**src/hw/rtl/dmd_pkg.sv**
```systemverilog
// Shared types and constants for the dual-mode message deframer.
// No dependencies; every other file of the block refers to this package.
`default_nettype none

package dmd_pkg;

    // Function codes of an input word.
    localparam logic [1:0] FUNC_BYTE = 2'd0;
    localparam logic [1:0] FUNC_TAKE = 2'd1;
    localparam logic [1:0] FUNC_PREV = 2'd2;
    localparam logic [1:0] FUNC_NOP  = 2'd3;

    // Error codes reported with a result word.
    localparam logic [1:0] ERR_NONE    = 2'd0;
    localparam logic [1:0] ERR_BIN_LEN = 2'd1;
    localparam logic [1:0] ERR_ASCII   = 2'd2;

    // Framing characters.
    localparam logic [7:0] CHAR_HASH  = 8'h23;
    localparam logic [7:0] CHAR_COLON = 8'h3A;
    localparam logic [7:0] CHAR_CR    = 8'h0D;
    localparam logic [7:0] CHAR_LF    = 8'h0A;
    localparam logic [7:0] BIN_FLAG   = 8'h80;

    // Result of the framing logic for one word.
    typedef struct packed {
        logic       store_valid;
        logic [6:0] store_pos;
        logic [7:0] store_byte;
        logic       frame_done;
        logic [7:0] frame_header;
        logic [1:0] error_code;
        logic       echo_valid;
        logic [7:0] echo_byte;
    } t_frame_res;

    // Result of the slot ring for one word.
    typedef struct packed {
        logic [1:0] write_slot;
        logic       msg_valid;
        logic [1:0] msg_slot;
        logic [7:0] pending_count;
    } t_queue_res;

endpackage

`default_nettype wire

```
**src/hw/rtl/dual_mode_message_deframer_unit.sv**
```systemverilog
// Top level of the dual-mode message deframer: input register, framing
// logic, slot ring and result register. Depends on dmd_pkg, dmd_deframer
// and dmd_msg_queue.
//
//   channel  | direction | handshake                | payload
//   ---------+-----------+--------------------------+---------------------------
//   in       | input     | i_in_valid / o_in_stall  | i_func, i_rx_byte
//   out      | output    | o_out_valid / i_out_stall| o_out_* (twelve fields)
//   cfg      | input     | i_cfg_we                 | i_cfg_wdata (echo enable)
//
// An accepted word is loaded into the input register; once the result register
// can advance, it is carried through the framing logic and the slot ring into
// the result register, where its result word becomes valid.
// One word is accepted every cycle while the output side does not stall.
// A stall on the output holds the result register and then the input register.
// Synchronous active-low reset empties both registers and returns to hunting;
// echo enable resets to one.
`default_nettype none

module dual_mode_message_deframer_unit #(
    parameter int MSG_BYTES = 64,
    parameter int NUM_SLOTS = 4
) (
    input  wire logic       i_clk,
    input  wire logic       i_rst_n,
    input  wire logic       i_cfg_we,
    input  wire logic       i_cfg_wdata,
    input  wire logic       i_in_valid,
    output logic            o_in_stall,
    input  wire logic [1:0] i_func,
    input  wire logic [7:0] i_rx_byte,
    output logic            o_out_valid,
    input  wire logic       i_out_stall,
    output logic            o_out_store_valid,
    output logic [1:0]      o_out_store_slot,
    output logic [6:0]      o_out_store_pos,
    output logic [7:0]      o_out_store_byte,
    output logic            o_out_frame_done,
    output logic [7:0]      o_out_frame_header,
    output logic [1:0]      o_out_error_code,
    output logic            o_out_echo_valid,
    output logic [7:0]      o_out_echo_byte,
    output logic            o_out_msg_valid,
    output logic [1:0]      o_out_msg_slot,
    output logic [7:0]      o_out_pending_count
);

    logic                r_echo_en;
    logic                r_s1_valid;
    logic [1:0]          r_s1_func;
    logic [7:0]          r_s1_byte;
    logic                r_out_valid;
    dmd_pkg::t_frame_res r_frame;
    dmd_pkg::t_queue_res r_queue;

    logic                out_adv;
    logic                s1_load;
    logic                step;
    logic                byte_step;
    logic                finish;
    dmd_pkg::t_frame_res frame_res;
    dmd_pkg::t_queue_res queue_res;

    assign out_adv    = !r_out_valid || !i_out_stall;
    assign o_in_stall = r_s1_valid && !out_adv;
    assign s1_load    = !r_s1_valid || out_adv;
    assign step       = r_s1_valid && out_adv;
    assign byte_step  = step && (r_s1_func == dmd_pkg::FUNC_BYTE);

    // Configuration register.
    always_ff @(posedge i_clk) begin
        if (!i_rst_n) begin
            r_echo_en <= 1'b1;
        end else if (i_cfg_we) begin
            r_echo_en <= i_cfg_wdata;
        end
    end

    // Input register.
    always_ff @(posedge i_clk) begin
        if (!i_rst_n) begin
            r_s1_valid <= 1'b0;
        end else if (s1_load) begin
            r_s1_valid <= i_in_valid;
        end
    end

    always_ff @(posedge i_clk) begin
        if (s1_load && i_in_valid) begin
            r_s1_func <= i_func;
            r_s1_byte <= i_rx_byte;
        end
    end

    dmd_deframer #(
        .MSG_BYTES (MSG_BYTES)
    ) u_deframer (
        .i_clk         (i_clk),
        .i_rst_n       (i_rst_n),
        .i_step        (byte_step),
        .i_byte        (r_s1_byte),
        .i_echo_enable (r_echo_en),
        .o_res         (frame_res),
        .o_finish      (finish)
    );

    dmd_msg_queue #(
        .NUM_SLOTS (NUM_SLOTS)
    ) u_queue (
        .i_clk    (i_clk),
        .i_rst_n  (i_rst_n),
        .i_step   (step),
        .i_func   (r_s1_func),
        .i_finish (finish),
        .o_res    (queue_res)
    );

    // Result register; framing fields apply only to received bytes.
    always_ff @(posedge i_clk) begin
        if (!i_rst_n) begin
            r_out_valid <= 1'b0;
        end else if (out_adv) begin
            r_out_valid <= r_s1_valid;
        end
    end

    always_ff @(posedge i_clk) begin
        if (step) begin
            r_frame <= (r_s1_func == dmd_pkg::FUNC_BYTE) ? frame_res : '0;
            r_queue <= queue_res;
        end
    end

    assign o_out_valid         = r_out_valid;
    assign o_out_store_valid   = r_frame.store_valid;
    assign o_out_store_slot    = r_queue.write_slot;
    assign o_out_store_pos     = r_frame.store_pos;
    assign o_out_store_byte    = r_frame.store_byte;
    assign o_out_frame_done    = r_frame.frame_done;
    assign o_out_frame_header  = r_frame.frame_header;
    assign o_out_error_code    = r_frame.error_code;
    assign o_out_echo_valid    = r_frame.echo_valid;
    assign o_out_echo_byte     = r_frame.echo_byte;
    assign o_out_msg_valid     = r_queue.msg_valid;
    assign o_out_msg_slot      = r_queue.msg_slot;
    assign o_out_pending_count = r_queue.pending_count;

endmodule

`default_nettype wire

```
**src/hw/rtl/dmd_deframer.sv**
```systemverilog
// Framing state machine: hunts for frame starts and reports payload writes,
// completions, errors and echo. Depends on dmd_pkg.
`default_nettype none

module dmd_deframer #(
    parameter int MSG_BYTES = 64
) (
    input  wire logic              i_clk,
    input  wire logic              i_rst_n,
    input  wire logic              i_step,
    input  wire logic [7:0]        i_byte,
    input  wire logic              i_echo_enable,
    output dmd_pkg::t_frame_res    o_res,
    output logic                   o_finish
);

    localparam int CW = $clog2(MSG_BYTES + 1);

    localparam logic [1:0] ST_HUNT  = 2'd0;
    localparam logic [1:0] ST_LEN   = 2'd1;
    localparam logic [1:0] ST_BIN   = 2'd2;
    localparam logic [1:0] ST_ASCII = 2'd3;

    logic [1:0]    r_hunt, n_hunt;
    logic          r_mode, n_mode;
    logic [7:0]    r_len, n_len;
    logic [CW-1:0] r_count, n_count;
    logic [CW-1:0] count_inc;

    assign count_inc = r_count + CW'(1);

    // Next state and result for one received byte.
    always_comb begin
        n_hunt   = r_hunt;
        n_mode   = r_mode;
        n_len    = r_len;
        n_count  = r_count;
        o_finish = 1'b0;
        o_res    = '0;
        unique case (r_hunt)
            ST_HUNT: begin
                if (i_byte == dmd_pkg::CHAR_HASH) begin
                    n_mode  = 1'b0;
                    n_count = '0;
                    n_hunt  = ST_ASCII;
                end else if (i_byte == dmd_pkg::CHAR_COLON) begin
                    n_mode  = 1'b1;
                    n_count = '0;
                    n_hunt  = ST_LEN;
                end
            end
            ST_LEN: begin
                n_len = i_byte;
                if ({1'b0, i_byte} < 9'(MSG_BYTES)) begin
                    n_hunt = ST_BIN;
                end else begin
                    o_res.error_code = dmd_pkg::ERR_BIN_LEN;
                    n_hunt = ST_HUNT;
                end
            end
            ST_BIN: begin
                n_count            = count_inc;
                o_res.store_valid  = 1'b1;
                o_res.store_pos    = 7'(count_inc);
                o_res.store_byte   = i_byte;
                // A zero length still completes on the first payload byte.
                if (9'(count_inc) >= {1'b0, r_len}) begin
                    o_finish           = 1'b1;
                    o_res.frame_done   = 1'b1;
                    o_res.frame_header = r_len | dmd_pkg::BIN_FLAG;
                    n_hunt             = ST_HUNT;
                end
            end
            ST_ASCII: begin
                if (i_byte == dmd_pkg::CHAR_CR) begin
                    n_hunt = ST_ASCII;
                end else if (r_count >= CW'(MSG_BYTES)) begin
                    // Overflow discards the frame, even on a line feed.
                    o_res.error_code = dmd_pkg::ERR_ASCII;
                    n_hunt = ST_HUNT;
                end else begin
                    n_count           = count_inc;
                    o_res.store_valid = 1'b1;
                    o_res.store_pos   = 7'(count_inc);
                    o_res.store_byte  = i_byte;
                    if (i_byte == dmd_pkg::CHAR_LF) begin
                        o_finish           = 1'b1;
                        o_res.frame_done   = 1'b1;
                        o_res.frame_header = 8'(count_inc);
                        n_hunt             = ST_HUNT;
                    end
                end
            end
            default: begin
                n_hunt = ST_HUNT;
            end
        endcase
        // Echo follows the mode as updated by this byte.
        if (i_echo_enable && !n_mode) begin
            o_res.echo_valid = 1'b1;
            o_res.echo_byte  = i_byte;
        end
    end

    // Framing state registers.
    always_ff @(posedge i_clk) begin
        if (!i_rst_n) begin
            r_hunt  <= ST_HUNT;
            r_mode  <= 1'b0;
            r_len   <= '0;
            r_count <= '0;
        end else if (i_step) begin
            r_hunt  <= n_hunt;
            r_mode  <= n_mode;
            r_len   <= n_len;
            r_count <= n_count;
        end
    end

endmodule

`default_nettype wire

```
**src/hw/rtl/dmd_msg_queue.sv**
```systemverilog
// Ring of message slots: write slot, read slot and pending count, with the
// take and previous requests. Depends on dmd_pkg.
`default_nettype none

module dmd_msg_queue #(
    parameter int NUM_SLOTS = 4
) (
    input  wire logic              i_clk,
    input  wire logic              i_rst_n,
    input  wire logic              i_step,
    input  wire logic [1:0]        i_func,
    input  wire logic              i_finish,
    output dmd_pkg::t_queue_res    o_res
);

    localparam int SW = (NUM_SLOTS > 1) ? $clog2(NUM_SLOTS) : 1;
    localparam logic [SW-1:0] LAST_SLOT = SW'(NUM_SLOTS - 1);

    logic [SW-1:0] r_wr, n_wr;
    logic [SW-1:0] r_rd, n_rd;
    logic [7:0]    r_pend, n_pend;
    logic [SW-1:0] wr_next, rd_next, rd_prev;

    assign wr_next = (r_wr == LAST_SLOT) ? '0 : r_wr + SW'(1);
    assign rd_next = (r_rd == LAST_SLOT) ? '0 : r_rd + SW'(1);
    assign rd_prev = (r_rd == '0) ? LAST_SLOT : r_rd - SW'(1);

    // Slot bookkeeping for one word.
    always_comb begin
        n_wr  = r_wr;
        n_rd  = r_rd;
        n_pend = r_pend;
        o_res = '0;
        o_res.write_slot = 2'(r_wr);
        unique case (i_func)
            dmd_pkg::FUNC_BYTE: begin
                // Completion overwrites unread slots; the count saturates.
                if (i_finish) begin
                    n_wr = wr_next;
                    if (r_pend != 8'hFF) begin
                        n_pend = r_pend + 8'd1;
                    end
                end
            end
            dmd_pkg::FUNC_TAKE: begin
                if (r_pend != 8'd0) begin
                    n_pend          = r_pend - 8'd1;
                    n_rd            = rd_next;
                    o_res.msg_valid = 1'b1;
                    o_res.msg_slot  = 2'(r_rd);
                end
            end
            dmd_pkg::FUNC_PREV: begin
                o_res.msg_valid = 1'b1;
                o_res.msg_slot  = 2'(rd_prev);
            end
            dmd_pkg::FUNC_NOP: begin
                n_pend = r_pend;
            end
        endcase
        o_res.pending_count = n_pend;
    end

    // Ring registers.
    always_ff @(posedge i_clk) begin
        if (!i_rst_n) begin
            r_wr   <= '0;
            r_rd   <= '0;
            r_pend <= '0;
        end else if (i_step) begin
            r_wr   <= n_wr;
            r_rd   <= n_rd;
            r_pend <= n_pend;
        end
    end

endmodule

`default_nettype wire

```
**config.mk**
```make
export PLATFORM = sky130hd
export DESIGN_NAME = dual_mode_message_deframer_unit
export DESIGN_NICKNAME = d
export VERILOG_FILES = /design/src/hw/rtl/dmd_pkg.sv /design/src/hw/rtl/dual_mode_message_deframer_unit.sv /design/src/hw/rtl/dmd_deframer.sv /design/src/hw/rtl/dmd_msg_queue.sv
export SDC_FILE = /design/constraint.sdc
export NUM_CORES = 1
export LEC_CHECK = 0
export ABC_AREA = 1
export BUFFER_PORTS_ARGS = -buffer_cell sky130_fd_sc_hd__buf_2
export CAP_MARGIN = 40
export CORE_ASPECT_RATIO = 2
export CORE_MARGIN = 1
export CORE_UTILIZATION = 37
export DETAILED_ROUTE_END_ITERATION = 6
export GPL_TIMING_DRIVEN = 0
export SLEW_MARGIN = 15
export SYNTH_ARGS = -nofsm -noshare
export SYNTH_HDL_FRONTEND = slang
export SYNTH_SLANG_ARGS = --single-unit
```
**constraint.sdc**
```tcl
create_clock -name i_clk -period 5.8 [get_ports i_clk]
set_input_delay 1.45 -clock i_clk [delete_from_list [all_inputs] [get_ports i_clk]]
set_output_delay 1.45 -clock i_clk [all_outputs]
set_load 0.01 [all_outputs]
```
==> impl_metrics.ini <==
[critical_path]
cp-end-kind = output pin
cp.arrival_ns = 1.87
cpPeakStageDelay_ns = 0.14
crit_slowest_cell = buf_2
cpLargestDelayFamily = buffers and inverters
start_kind = primary input
cp_common_cell = buf_2
crit_required_ns = 4.35
crit_fanout = 3
path_cells = buf_2 > nand2_1 > nor2_1 > buf_2
crit_buf_inv = 2
path_class = primary input to output pin

[yosys]
ys_ff_latch = 92
async_flop_share_pct = 0
synth_top_area_cell = edfxtp_1
yosysSeqAreaShare_pct = 52.8
synth_ff_type = edfxtp_1
yosysUniqueCellTypes = 37
yosys-top-cells-count = 76 x inv_1, 64 x nand2_1, 62 x nor2_1, 59 x edfxtp_1, 39 x a21oi_1
syn_avg_cell_area_um2 = 8.97
syn_area_um2 = 4610
synth_edf_count = 59
synth_most_common_cell = inv_1
synthCells = 514
yosysTopAreaCellShare_pct = 38.4
syn_nets = 548
synth_warnings = 0
ys_top_cells_by_area = edfxtp_1 38%, dfxtp_1 14%, inv_1 6.2%

[global_route]
grtUsageTotal_pct = 17.8
grt_pass1_vias = 3629
overflow = 0
grt_max_degree = 24
antenna_found_initial = 0
grt_pass1_wl_um = 17200

[routing]
vias = 3708
drc = 0
final_antenna_net_count = 0
firstDrtPassIters = 7
wl_per_cell_um = 14.3
drtIter0Drc = 210
drt-total-wl_um = 10700
avgViaCountPerCell = 4.98

[clock_network]
worstSkewPairLatency_ns = 0.34
post_cts_buffers = 0
cts_made_buffers = 9
hold_buffers = 0
cts_resized = 0
cts_tree = built
clock_path_buffers = 2
cts-root-buf = clkbuf_16
cts.reportedPaths.clkPinSlew_ns = 0.06
clock-sinks = 92
cts_htree_levels = 3

[cells_and_area]
multiInputGateArea_um2 = 1770
antenna_cells = 0
area_growth_syn_to_layout_pct = 18.8
layout-drive-gt1-share_pct = 22.7
stdcell_area_um2 = 5480
fillers = 1208
nets = 627
regArea_um2 = 2430

[placed_design]
dp_hpwl_um = 8300
post-place-ws_ns = 2.34
portBuffers = 66
gp_congestion = 0.965
dpl_cell_area_um2 = 5180

[sta]
setup-tns-final_ns = 0
fmax_mhz = 302
slew_viol_final = 0
worstMarginPinSlew_ns = 0.572
min_period_ns = 3.32
skew_ns = 0.00818
post-route-period-util_pct = 57.2
finalSetupViolations = 0
rsz0062_at_grt = no
worst_slack_ns = 2.48
finalHoldViolations = 0
slew_headroom_pct = 61.9

[floorplan]
pin_count = 67
dieArea_um2 = 12900
die_height_um = 160
die_w_um = 80.9
initial_core_util_pct = 38.0
core_area_um2 = 12100
rows = 57

[power]
p_leak_nw = 2.37
ir_drop_uv = 210
power_density_nw_per_um2 = 265

[outcome]
run_status = finished, final reports clean

[flow_run]
cap_viol_max_count = 0

[worst_hold_path]
min_path_type = register to register
==> state kept, by name, summed over array words and instances, names as in the netlist <==
name,flops
r_echo_en,1
o_out_store_byte,8
u_deframer.r_len,8
o_out_echo_valid,1
r_s1_func,2
o_out_msg_valid,1
r_s1_valid,1
u_queue.r_wr,2
o_out_store_pos,7
u_deframer.r_count,7
o_out_store_valid,1
o_out_frame_header,8
o_out_frame_done,1
o_out_error_code,2
o_out_valid,1
u_deframer.r_mode,1
o_out_msg_slot,2
o_out_pending_count,8
u_queue.r_rd,2
u_queue.r_pend,8
o_out_echo_byte,8
o_out_store_slot,2
u_deframer.r_hunt,2
r_s1_byte,8
==> path summary, 6_finish.rpt <==
| kind | cells past startpoint | startpoint | slack, ns | end |
|---|---|---|---|---|
| max | 4 | i_out_stall | 2.48 | o_in_stall |
| min | 0 | u_queue.r_wr[1] | 0.48 | o_out_store_slot[1] |
| max reg2reg | 15 | u_deframer.r_count[0] | 2.61 | o_out_pending_count[4] |
| min reg2reg | 0 | u_queue.r_wr[1] | 0.48 | o_out_store_slot[1] |
==> kinds of logic (layout without fill, tap and decap cells) <==
| logic type | Yosys count | after routing | share of synthesized area, % |
|---|---|---|---|
| flops | 92 | 92 | 52.8 |
| fa+ha+maj | 18 | 18 | 4.88 |
| xor+xnor | 5 | 5 | 0.950 |
| compound gates | 86 | 86 | 10.2 |
| buf+inv | 102 | 186 | 8.90 |
| simple gates | 211 | 211 | 22.3 |
==> power breakdown <==
part	internal [mW]	total, mW	leakage [nW]	switching, mW
Combinational	0.0503	0.145	1.39	0.0947
Clock	0.310	0.570	0.138	0.260
Sequential	0.725	0.737	0.843	0.0122
Total	1.08	1.45	2.37	0.367
==> metrics by stage <==
step | hold WS [ns] | std cells | utilization (%) | total power, mW
CTS | 0.477 | 745 | 45.2 | 1.46
global placement | 0.441 | 727 | 42.3 | 0.888
floorplan | 0.429 | 514 | - | 0.843
detailed placement | 0.459 | 729 | 42.7 | 0.896
global route | 0.493 | 745 | 45.2 | 1.51
finish | 0.476 | 745 | 45.2 | 1.45
==> area by class of cell <==
cell class	count	area share (%)
well taps	147	3.36
multi-input cells	320	32.3
clock buffers	10	4.36
plain buffers	14	1.44
clock inverters	6	1.05
repair buffers	68	7.04
inverters	88	6.05
flip-flops and latches	92	44.4
==> placed cells by master (no fill, tap or decap), drive strengths merged <==
cell type,synthesis,final
nand3,42,42
o21a,1,1
a32oi,2,2
nor3,11,11
nor2,75,75
a22oi,1,1
or2,5,5
edfxtp,59,59
o21ai,33,33
nand4,10,10
inv,87,89
dfxtp,33,33
clkinv,1,3
o31ai,2,2
a21oi,40,40
o22ai,6,6
xor2,5,5
ha,18,18
o211ai,1,1
clkinvlp,0,2
nand2,68,68
buf,11,79
clkbuf,3,13
==> per-layer routing <==
| metal | share of wire [%] | vias up | global-route usage [%] |
|---|---|---|---|
| met2 | 56 | 101 | 33.5 |
| met5 | 0 | - | 0 |
| met3 | 3.1 | 28 | 3.20 |
| met1 | 36 | 1710 | 16.9 |
| li1 | - | 1869 | - |
| met4 | 4.7 | 0 | 10.7 |
Note: power is estimated with default switching activity, not from simulation.
